$ cat src/rtl/md5_pkg.sv
package md5_pkg;

  localparam logic [31:0] H0_INIT = 32'h67452301;
  localparam logic [31:0] H1_INIT = 32'hefcdab89;
  localparam logic [31:0] H2_INIT = 32'h98badcfe;
  localparam logic [31:0] H3_INIT = 32'h10325476;
  localparam logic [7:0] PAD_BYTE = 8'h80;
  localparam int LEN_POS = 448 / 8;
  localparam int CHUNK_BYTES = 512 / 8;

  typedef enum logic [1:0] {
    BSEL_MSG  = 2'd0,
    BSEL_PAD  = 2'd1,
    BSEL_ZERO = 2'd2,
    BSEL_LEN  = 2'd3
  } byte_sel_t;

  typedef struct packed {
    logic       wr_en;
    byte_sel_t  wr_sel;
    logic [5:0] wr_addr;
    logic       cnt_inc;
    logic       rnd_start;
    logic       rnd_step;
    logic       rnd_finish;
    logic       restart;
  } md5_cmd_t;

  typedef struct packed {
    logic [5:0] fill;
  } md5_sts_t;

  function automatic logic [31:0] round_k(input logic [5:0] i);
    logic [31:0] k;
    case (i)
      6'd0: k = 32'hd76aa478;  6'd1: k = 32'he8c7b756;
      6'd2: k = 32'h242070db;  6'd3: k = 32'hc1bdceee;
      6'd4: k = 32'hf57c0faf;  6'd5: k = 32'h4787c62a;
      6'd6: k = 32'ha8304613;  6'd7: k = 32'hfd469501;
      6'd8: k = 32'h698098d8;  6'd9: k = 32'h8b44f7af;
      6'd10: k = 32'hffff5bb1; 6'd11: k = 32'h895cd7be;
      6'd12: k = 32'h6b901122; 6'd13: k = 32'hfd987193;
      6'd14: k = 32'ha679438e; 6'd15: k = 32'h49b40821;
      6'd16: k = 32'hf61e2562; 6'd17: k = 32'hc040b340;
      6'd18: k = 32'h265e5a51; 6'd19: k = 32'he9b6c7aa;
      6'd20: k = 32'hd62f105d; 6'd21: k = 32'h02441453;
      6'd22: k = 32'hd8a1e681; 6'd23: k = 32'he7d3fbc8;
      6'd24: k = 32'h21e1cde6; 6'd25: k = 32'hc33707d6;
      6'd26: k = 32'hf4d50d87; 6'd27: k = 32'h455a14ed;
      6'd28: k = 32'ha9e3e905; 6'd29: k = 32'hfcefa3f8;
      6'd30: k = 32'h676f02d9; 6'd31: k = 32'h8d2a4c8a;
      6'd32: k = 32'hfffa3942; 6'd33: k = 32'h8771f681;
      6'd34: k = 32'h6d9d6122; 6'd35: k = 32'hfde5380c;
      6'd36: k = 32'ha4beea44; 6'd37: k = 32'h4bdecfa9;
      6'd38: k = 32'hf6bb4b60; 6'd39: k = 32'hbebfbc70;
      6'd40: k = 32'h289b7ec6; 6'd41: k = 32'heaa127fa;
      6'd42: k = 32'hd4ef3085; 6'd43: k = 32'h04881d05;
      6'd44: k = 32'hd9d4d039; 6'd45: k = 32'he6db99e5;
      6'd46: k = 32'h1fa27cf8; 6'd47: k = 32'hc4ac5665;
      6'd48: k = 32'hf4292244; 6'd49: k = 32'h432aff97;
      6'd50: k = 32'hab9423a7; 6'd51: k = 32'hfc93a039;
      6'd52: k = 32'h655b59c3; 6'd53: k = 32'h8f0ccc92;
      6'd54: k = 32'hffeff47d; 6'd55: k = 32'h85845dd1;
      6'd56: k = 32'h6fa87e4f; 6'd57: k = 32'hfe2ce6e0;
      6'd58: k = 32'ha3014314; 6'd59: k = 32'h4e0811a1;
      6'd60: k = 32'hf7537e82; 6'd61: k = 32'hbd3af235;
      6'd62: k = 32'h2ad7d2bb; 6'd63: k = 32'heb86d391;
      default: k = 32'h0;
    endcase
    return k;
  endfunction

  function automatic logic [4:0] round_s(input logic [5:0] i);
    logic [4:0] s;
    case ({i[5:4], i[1:0]})
      4'd0: s = 5'd7;   4'd1: s = 5'd12;  4'd2: s = 5'd17;  4'd3: s = 5'd22;
      4'd4: s = 5'd5;   4'd5: s = 5'd9;   4'd6: s = 5'd14;  4'd7: s = 5'd20;
      4'd8: s = 5'd4;   4'd9: s = 5'd11;  4'd10: s = 5'd16; 4'd11: s = 5'd23;
      4'd12: s = 5'd6;  4'd13: s = 5'd10; 4'd14: s = 5'd15; 4'd15: s = 5'd21;
      default: s = 5'd0;
    endcase
    return s;
  endfunction

  function automatic logic [3:0] round_g(input logic [5:0] i);
    logic [3:0] g;
    case (i[5:4])
      2'd0: g = i[3:0];
      2'd1: g = 4'(5 * i[3:0] + 1);
      2'd2: g = 4'(3 * i[3:0] + 5);
      2'd3: g = 4'(7 * i[3:0]);
      default: g = 4'd0;
    endcase
    return g;
  endfunction

endpackage

$ cat src/rtl/md5_ctrl.sv
module md5_ctrl import md5_pkg::*; (
  input  logic       clk,
  input  logic       rst_n,
  input  logic       in_tvalid,
  output logic       in_tready,
  input  logic       in_has,
  input  logic       in_last,
  output logic       out_tvalid,
  input  logic       out_tready,
  output logic [1:0] out_idx,
  input  md5_sts_t   sts,
  output md5_cmd_t   cmd
);

  localparam logic [2:0] S_IDLE = 3'd0;
  localparam logic [2:0] S_RUN  = 3'd1;
  localparam logic [2:0] S_PAD  = 3'd2;
  localparam logic [2:0] S_OUT  = 3'd3;

  logic [2:0] state_r, state_nxt;
  logic [5:0] rnd_r, rnd_nxt;
  logic [5:0] addr_r, addr_nxt;
  logic       fin_r, fin_nxt;
  logic       lenfill_r, lenfill_nxt;
  logic [1:0] idx_r, idx_nxt;
  logic       padded_once_r, padded_once_nxt;

  assign in_tready  = (state_r == S_IDLE);
  assign out_tvalid = (state_r == S_OUT);
  assign out_idx    = idx_r;

  always_comb begin
    logic [5:0] nf;
    state_nxt   = state_r;
    rnd_nxt     = rnd_r;
    addr_nxt    = addr_r;
    fin_nxt     = fin_r;
    lenfill_nxt = lenfill_r;
    idx_nxt     = idx_r;
    cmd         = '0;
    cmd.wr_sel  = BSEL_MSG;
    nf          = sts.fill + 6'(in_has);
    case (state_r)
      S_IDLE: begin
        if (in_tvalid) begin
          cmd.wr_en   = in_has;
          cmd.wr_addr = sts.fill;
          cmd.cnt_inc = in_has;
          fin_nxt     = in_last;
          if (in_has && sts.fill == 6'(CHUNK_BYTES - 1)) begin
            cmd.rnd_start = 1'b1;
            rnd_nxt       = '0;
            state_nxt     = S_RUN;
          end else if (in_last) begin
            addr_nxt    = nf;
            lenfill_nxt = 1'b0;
            state_nxt   = S_PAD;
          end
        end
      end
      S_PAD: begin
        cmd.wr_en   = 1'b1;
        cmd.wr_addr = addr_r;
        if (lenfill_r)
          cmd.wr_sel = (addr_r >= 6'(LEN_POS)) ? BSEL_LEN : BSEL_ZERO;
        else if (addr_r == sts.fill)
          cmd.wr_sel = BSEL_PAD;
        else
          cmd.wr_sel = (addr_r >= 6'(LEN_POS) && sts.fill < 6'(LEN_POS)) ?
                       BSEL_LEN : BSEL_ZERO;
        addr_nxt = addr_r + 6'd1;
        if (addr_r == 6'(CHUNK_BYTES - 1)) begin
          cmd.rnd_start = 1'b1;
          rnd_nxt       = '0;
          state_nxt     = S_RUN;
        end
      end
      S_RUN: begin
        cmd.rnd_step = 1'b1;
        rnd_nxt      = rnd_r + 6'd1;
        if (rnd_r == 6'(CHUNK_BYTES - 1)) begin
          cmd.rnd_finish = 1'b1;
          if (!fin_r) begin
            state_nxt = S_IDLE;
          end else begin
            state_nxt = S_OUT;
            idx_nxt   = '0;
          end
          if (fin_r && !lenfill_r && sts.fill >= 6'(LEN_POS) && addr_r == 6'd0
              && padded_once_r) begin
            state_nxt   = S_PAD;
            lenfill_nxt = 1'b1;
          end else if (fin_r && !padded_once_r) begin
            state_nxt   = S_PAD;
            addr_nxt    = sts.fill;
            lenfill_nxt = 1'b0;
          end
        end
      end
      S_OUT: begin
        if (out_tready) begin
          idx_nxt = idx_r + 2'd1;
          if (idx_r == 2'd3) begin
            cmd.restart = 1'b1;
            state_nxt   = S_IDLE;
          end
        end
      end
      default: state_nxt = S_IDLE;
    endcase
  end

  always_comb begin
    padded_once_nxt = padded_once_r;
    if (state_r == S_PAD) padded_once_nxt = 1'b1;
    if (state_r == S_IDLE) padded_once_nxt = 1'b0;
  end

  always_ff @(posedge clk) begin
    if (!rst_n) begin
      state_r       <= S_IDLE;
      rnd_r         <= '0;
      addr_r        <= '0;
      fin_r         <= 1'b0;
      lenfill_r     <= 1'b0;
      idx_r         <= '0;
      padded_once_r <= 1'b0;
    end else begin
      state_r       <= state_nxt;
      rnd_r         <= rnd_nxt;
      addr_r        <= addr_nxt;
      fin_r         <= fin_nxt;
      lenfill_r     <= lenfill_nxt;
      idx_r         <= idx_nxt;
      padded_once_r <= padded_once_nxt;
    end
  end

endmodule

$ cat src/rtl/md5_dp.sv
module md5_dp import md5_pkg::*; (
  input  logic        clk,
  input  logic        rst_n,
  input  logic [7:0]  in_byte,
  input  md5_cmd_t    cmd,
  input  logic [1:0]  out_idx,
  output logic [31:0] out_word,
  output md5_sts_t    sts
);

  logic [31:0] buf_r [CHUNK_BYTES / 4];
  logic [63:0] cnt_r;
  logic [31:0] h_r [4];
  logic [31:0] a_r, b_r, c_r, d_r;
  logic [5:0]  rnd_r;
  logic [63:0] bits;
  logic [7:0]  wdata;
  logic [31:0] m, f, sum, rot;
  logic [3:0]  g;
  logic [4:0]  s;

  assign sts.fill = cnt_r[5:0];
  assign bits     = {cnt_r[60:0], 3'b000};
  assign out_word = h_r[out_idx];

  always_comb begin
    case (cmd.wr_sel)
      BSEL_MSG:  wdata = in_byte;
      BSEL_PAD:  wdata = PAD_BYTE;
      BSEL_ZERO: wdata = 8'h00;
      BSEL_LEN:  wdata = bits[{cmd.wr_addr[2:0], 3'b000} +: 8];
      default:   wdata = 8'h00;
    endcase
  end

  assign g = round_g(rnd_r);
  assign s = round_s(rnd_r);
  assign m = buf_r[g];

  always_comb begin
    case (rnd_r[5:4])
      2'd0:    f = (b_r & c_r) | (~b_r & d_r);
      2'd1:    f = (d_r & b_r) | (~d_r & c_r);
      2'd2:    f = b_r ^ c_r ^ d_r;
      default: f = c_r ^ (b_r | ~d_r);
    endcase
  end

  assign sum = a_r + f + round_k(rnd_r) + m;
  assign rot = (sum << s) | (sum >> (6'd32 - {1'b0, s}));

  always_ff @(posedge clk) begin
    if (cmd.wr_en) buf_r[cmd.wr_addr[5:2]][{cmd.wr_addr[1:0], 3'b000} +: 8] <= wdata;
  end

  always_ff @(posedge clk) begin
    if (cmd.rnd_start) begin
      a_r   <= h_r[0];
      b_r   <= h_r[1];
      c_r   <= h_r[2];
      d_r   <= h_r[3];
      rnd_r <= '0;
    end else if (cmd.rnd_step) begin
      a_r   <= d_r;
      b_r   <= b_r + rot;
      c_r   <= b_r;
      d_r   <= c_r;
      rnd_r <= rnd_r + 6'd1;
    end
  end

  always_ff @(posedge clk) begin
    if (!rst_n || cmd.restart) begin
      cnt_r  <= '0;
      h_r[0] <= H0_INIT;
      h_r[1] <= H1_INIT;
      h_r[2] <= H2_INIT;
      h_r[3] <= H3_INIT;
    end else begin
      if (cmd.cnt_inc) cnt_r <= cnt_r + 64'd1;
      if (cmd.rnd_finish) begin
        h_r[0] <= h_r[0] + d_r;
        h_r[1] <= h_r[1] + b_r + rot;
        h_r[2] <= h_r[2] + b_r;
        h_r[3] <= h_r[3] + c_r;
      end
    end
  end

endmodule

$ cat src/rtl/md5_stream_hash.sv
// Flow: a byte is taken while in_tready is high; a full chunk then runs its rounds
// on the single round unit. The closing beat adds the padding writes and one or two
// chunks of rounds, then four result beats, each held until out_tready.
// Throughput: one byte per cycle within a chunk; input is held off while the
// rounds of a chunk run.
// Reset: synchronous active-low rst_n restores the initial chain and a zero count.
module md5_stream_hash import md5_pkg::*; (
  input  logic        clk,
  input  logic        rst_n,
  input  logic        in_tvalid,
  output logic        in_tready,
  input  logic [7:0]  in_tdata,   // message_byte
  input  logic        in_tuser,   // has_byte
  input  logic        in_tlast,   // end_of_message
  output logic        out_tvalid,
  input  logic        out_tready,
  output logic [39:0] out_tdata,  // digest_word, word_index, zero fill
  output logic        out_tlast   // last_word
);

  md5_cmd_t    cmd;
  md5_sts_t    sts;
  logic [1:0]  idx;
  logic [31:0] word;

  md5_ctrl u_ctrl (
    .clk, .rst_n, .in_tvalid, .in_tready,
    .in_has(in_tuser), .in_last(in_tlast),
    .out_tvalid, .out_tready, .out_idx(idx), .sts, .cmd
  );

  md5_dp u_dp (
    .clk, .rst_n, .in_byte(in_tdata), .cmd, .out_idx(idx),
    .out_word(word), .sts
  );

  assign out_tdata = {6'd0, idx, word};
  assign out_tlast = (idx == 2'd3);

  a_no_in_during_out: assert property (@(posedge clk) disable iff (!rst_n)
    !(in_tready && out_tvalid)) else $error("input ready while output pending");
  a_idx_advance: assert property (@(posedge clk) disable iff (!rst_n)
    out_tvalid && out_tready && idx != 2'd3 |=> out_tvalid && idx == $past(idx) + 2'd1)
    else $error("word index did not advance");

endmodule
$ cat config.mk
export PLATFORM = sky130hd
export DESIGN_NAME = md5_stream_hash
export DESIGN_NICKNAME = d
export VERILOG_FILES = /design/src/rtl/md5_pkg.sv /design/src/rtl/md5_ctrl.sv /design/src/rtl/md5_dp.sv /design/src/rtl/md5_stream_hash.sv
export SDC_FILE = /design/constraint.sdc
export NUM_CORES = 2
export LEC_CHECK = 0
export ABC_AREA = 1
export BUFFER_PORTS_ARGS = -buffer_cell sky130_fd_sc_hd__buf_2
export CORE_MARGIN = 2
export CORE_UTILIZATION = 35
export CTS_CLUSTER_DIAMETER = 40
export DETAILED_ROUTE_END_ITERATION = 12
export SYNTH_ARGS = -nofsm -noshare
export SYNTH_HDL_FRONTEND = slang
export SYNTH_SLANG_ARGS = --single-unit
$ cat constraint.sdc
create_clock -name clk -period 19.37 [get_ports clk]
set_clock_uncertainty 0.2 [all_clocks]
set_input_delay 0.9685 -clock clk [delete_from_list [all_inputs] [get_ports clk]]
set_output_delay 0.9685 -clock clk [all_outputs]
set_load 0.05 [all_outputs]
==> summary.txt <==
Synth
  • Post-synth ARST share: 0%
  • Syn Area/Cell: 8.15 um^2
  • Synth Cell Area: 57,500 um^2
  • Distinct cells, synth: 69
  • Seq/Total Area, Yosys: between 40 and 50%
  • Post-synth EDFFs: 768
  • Post-Syn Instances: 7,049
  • Synth warn: 0
  • Ys flop type: edfxtp_1
  • Synthesized flop and latch total: 893

Min path
  • WHS Path Cells: 3
  • Worst min-delay path class: in -> reg

Timing
  • RSZ-0062 raised after global routing: false
  • Tcrit/Tclk final: 62.4%
  • Final Slew Violations: 0
  • Slew HR: 12.3%
  • Pin slew with the least headroom to its limit: 1.31 ns
  • Period minus WS final: 12.10 ns
  • Final Hold Viols: 0
  • Max Clk Rate: 82.7 MHz
  • Setup violators final: 0
  • Setup TNS: 0 ns

Setup path
  • CP max stage cell: buf_4
  • Reg2Reg Depth: 59
  • Crit path depth: 59
  • CP Launch Type: flop
  • Crit path largest cell delay: about 0.63 ns
  • Worst setup EP type: flop
  • Critical path data arrival time: approximately 12 ns
  • Crit path kind: reg -> reg
  • Maximum fanout along the worst path: 56
  • Required time of the critical path: 19.68 ns
  • Worst Path Buf+Inv: 9
  • Crit path top cell by count: nand2_1
  • CP delay by family, top: compound AO/OA/AOI/OAI gates

Clock network
  • CTS Sinks: 893
  • CTS Buffer Depth: 3
  • Clock transition at path regs: roughly 0.06 ns
  • CTS buffer count: between 100 and 150
  • Worst-Skew Late Latency: roughly 0.80 ns
  • Hold_buf cts: 0
  • Root buf cell: clkbuf_16
  • Buffer count from post-CTS setup fixing: 0
  • TritonCTS clock tree: yes
  • H-tree Lvls: 4
  • PostCTS Resize Cnt: 0

Detailed routing
  • Vias: 51,931
  • Post-Route WL: around 210,000 um
  • Drt wl/cell: 22.3 um
  • DRC: 0
  • Vias per Instance: 5.57
  • Routed Antenna Nets: 0
  • Iter 0 DRT Violations: 5,894
  • Drt pass-1 iters: 7

Outcome
  • Status: finished clean

GRT
  • Vias in the first global route: just under 50,000
  • Largest net degree at the start of global routing: around 130
  • First-pass GRT wire length: 308,000 um
  • Total GRT Usage: 24.1%
  • Grt ovf: 0
  • Initial antenna violation count: 8

Placement
  • Placed wire-length estimate: ~150,000 um
  • IO Port Bufs: 50
  • RePlAce Congestion: 1.01

Floorplan
  • Die X: 409 um
  • Core area: 163,000 um^2
  • Initial Util: 35.3%
  • Die ar.: 167,000 um^2
  • # IOs: 57
  • Std cell rows: 148
  • Die H: 409 um

Flow run
  • Maxcap violations: 0

Cells and area
  • Nets@finish: between 7,000 and 8,000
  • Share of cells above drive strength 1: 6.71%
  • Fill count: 16,550
  • Area delta synth->final: 13.2%
## Yosys cell counts, types with 32 or more instances
cell type | instances | area (um^2)
fa_1 | 100 | 2000
a32o_1 | 45 | 450
o21ai_0 | 583 | 2920
nor4_1 | 49 | 307
nand3_1 | 493 | 2470
a31oi_1 | 40 | 250
a21oi_1 | 578 | 2890
xor2_1 | 47 | 412
o211ai_1 | 93 | 698
nor2_1 | 721 | 2710
edfxtp_1 | 768 | 23100
o21a_1 | 37 | 278
inv_1 | 792 | 2970
nand4_1 | 39 | 244
ha_1 | 227 | 2840
nor3_1 | 125 | 626
or2_2 | 48 | 300
dfxtp_1 | 125 | 2500
o22ai_1 | 44 | 275
nand2_1 | 1486 | 5580
clkbuf_1 | 237 | 890
buf_1 | 32 | 120
## tightest hold or removal path, stage by stage
cell and delay (ns):
buf_2 0.12, nand2_1 0.09, a21oi_1 0.06
## flip-flops by register name, indices dropped and copies added (netlist names), named ones only
name and cells:
u_dp.buf_r 512, u_dp.h_r 128, u_dp.cnt_r 61, u_dp.a_r 32
u_dp.b_r 32, u_dp.c_r 32, u_dp.d_r 32, u_ctrl.addr_r 6
u_ctrl.rnd_r 6, u_dp.rnd_r 6, u_dp.s 5, u_ctrl.out_idx 2
u_ctrl.state_r 2, u_ctrl.fin_r 1, u_ctrl.lenfill_r 1, u_ctrl.padded_once_r 1
## final cells by class
class	instances	area (um^2)	area share, %
Sequential cell	893	25600	39.3
Timing Repair Buffer	134	918	1.41
Tap cell	2175	2720	4.18
Clock inverter	94	1260	1.95
Multi-Input combinational cell	5057	27800	42.7
Antenna cell	2	5.00	0.00770
Inverter	809	3040	4.68
Clock buffer	164	3720	5.72
## cells in the final DEF (no fill, tap or decap), types with 15 or more instances in the layout
| cell | n |
|---|---|
| clkbuf_16 | 145 |
| nor2_1 | 717 |
| ha_1 | 227 |
| clkinvlp_4 | 15 |
| o22ai_1 | 44 |
| o32ai_1 | 24 |
| clkinv_2 | 16 |
| bufinv_16 | 17 |
| o21ai_0 | 583 |
| edfxtp_1 | 768 |
| inv_6 | 16 |
| xnor2_1 | 25 |
| a21o_1 | 15 |
| buf_4 | 81 |
| nor4_1 | 49 |
| nand4_1 | 39 |
| o21a_1 | 37 |
| o311ai_0 | 27 |
| a21oi_1 | 577 |
| fa_1 | 100 |
| dfxtp_1 | 124 |
| or2_2 | 48 |
| a31oi_1 | 40 |
| nand2_1 | 1483 |
| o21bai_1 | 16 |
| inv_1 | 787 |
| nand3_1 | 493 |
| a32o_1 | 45 |
| xor2_1 | 47 |
| o211ai_1 | 93 |
| o21ai_1 | 27 |
| clkbuf_1 | 17 |
| o221ai_1 | 27 |
| buf_2 | 50 |
| nor3_1 | 125 |
## metrics by stage
step	std cells	area, um^2	hold slack [ns]	utilization, %	worst slack (ns)
final	9328	65000	0.284	39.9	7.27
after detailed placement	9068	60000	0.275	36.8	7.44
after CTS	9326	65000	0.230	39.9	7.38
after global routing	9326	65000	0.275	39.9	6.13
after floorplan	7054	57500	0.248	-	9.98
after global placement	9068	60000	0.271	36.8	7.47
## worst paths after layout
path / startpoint / endpoint / slack, ns
worst max-delay path: u_dp.rnd_r[1] / u_dp.h_r[1][29] / 7.27
worst min register to register: u_ctrl.rnd_r[2] / u_ctrl.rnd_r[2] / 0.29
worst min-delay path: in_tlast / u_ctrl.fin_r / 0.28
worst max register to register: u_dp.rnd_r[1] / u_dp.h_r[1][29] / 7.27
## kinds of logic (layout without fill, tap and decap cells)
group,Yosys count,in the layout,synth area share (%)
compound gates,1632,1632,16.4
xor+xnor,73,73,1.11
fa+ha+maj,327,327,8.43
buf+inv,1104,1201,7.32
flops,893,893,44.5
other cells,1,8,0.00653
simple gates,3019,3019,22.2
## metal layers
layer	share of wire, %	GRT usage [%]
met1	44	33.5
met2	44	36.9
met3	8.1	4.17
met4	4.2	10.1
met5	0.0043	0
Power is not shown: default switching activity piles up to over one toggle a cycle in this logic, so the estimate is an artifact.
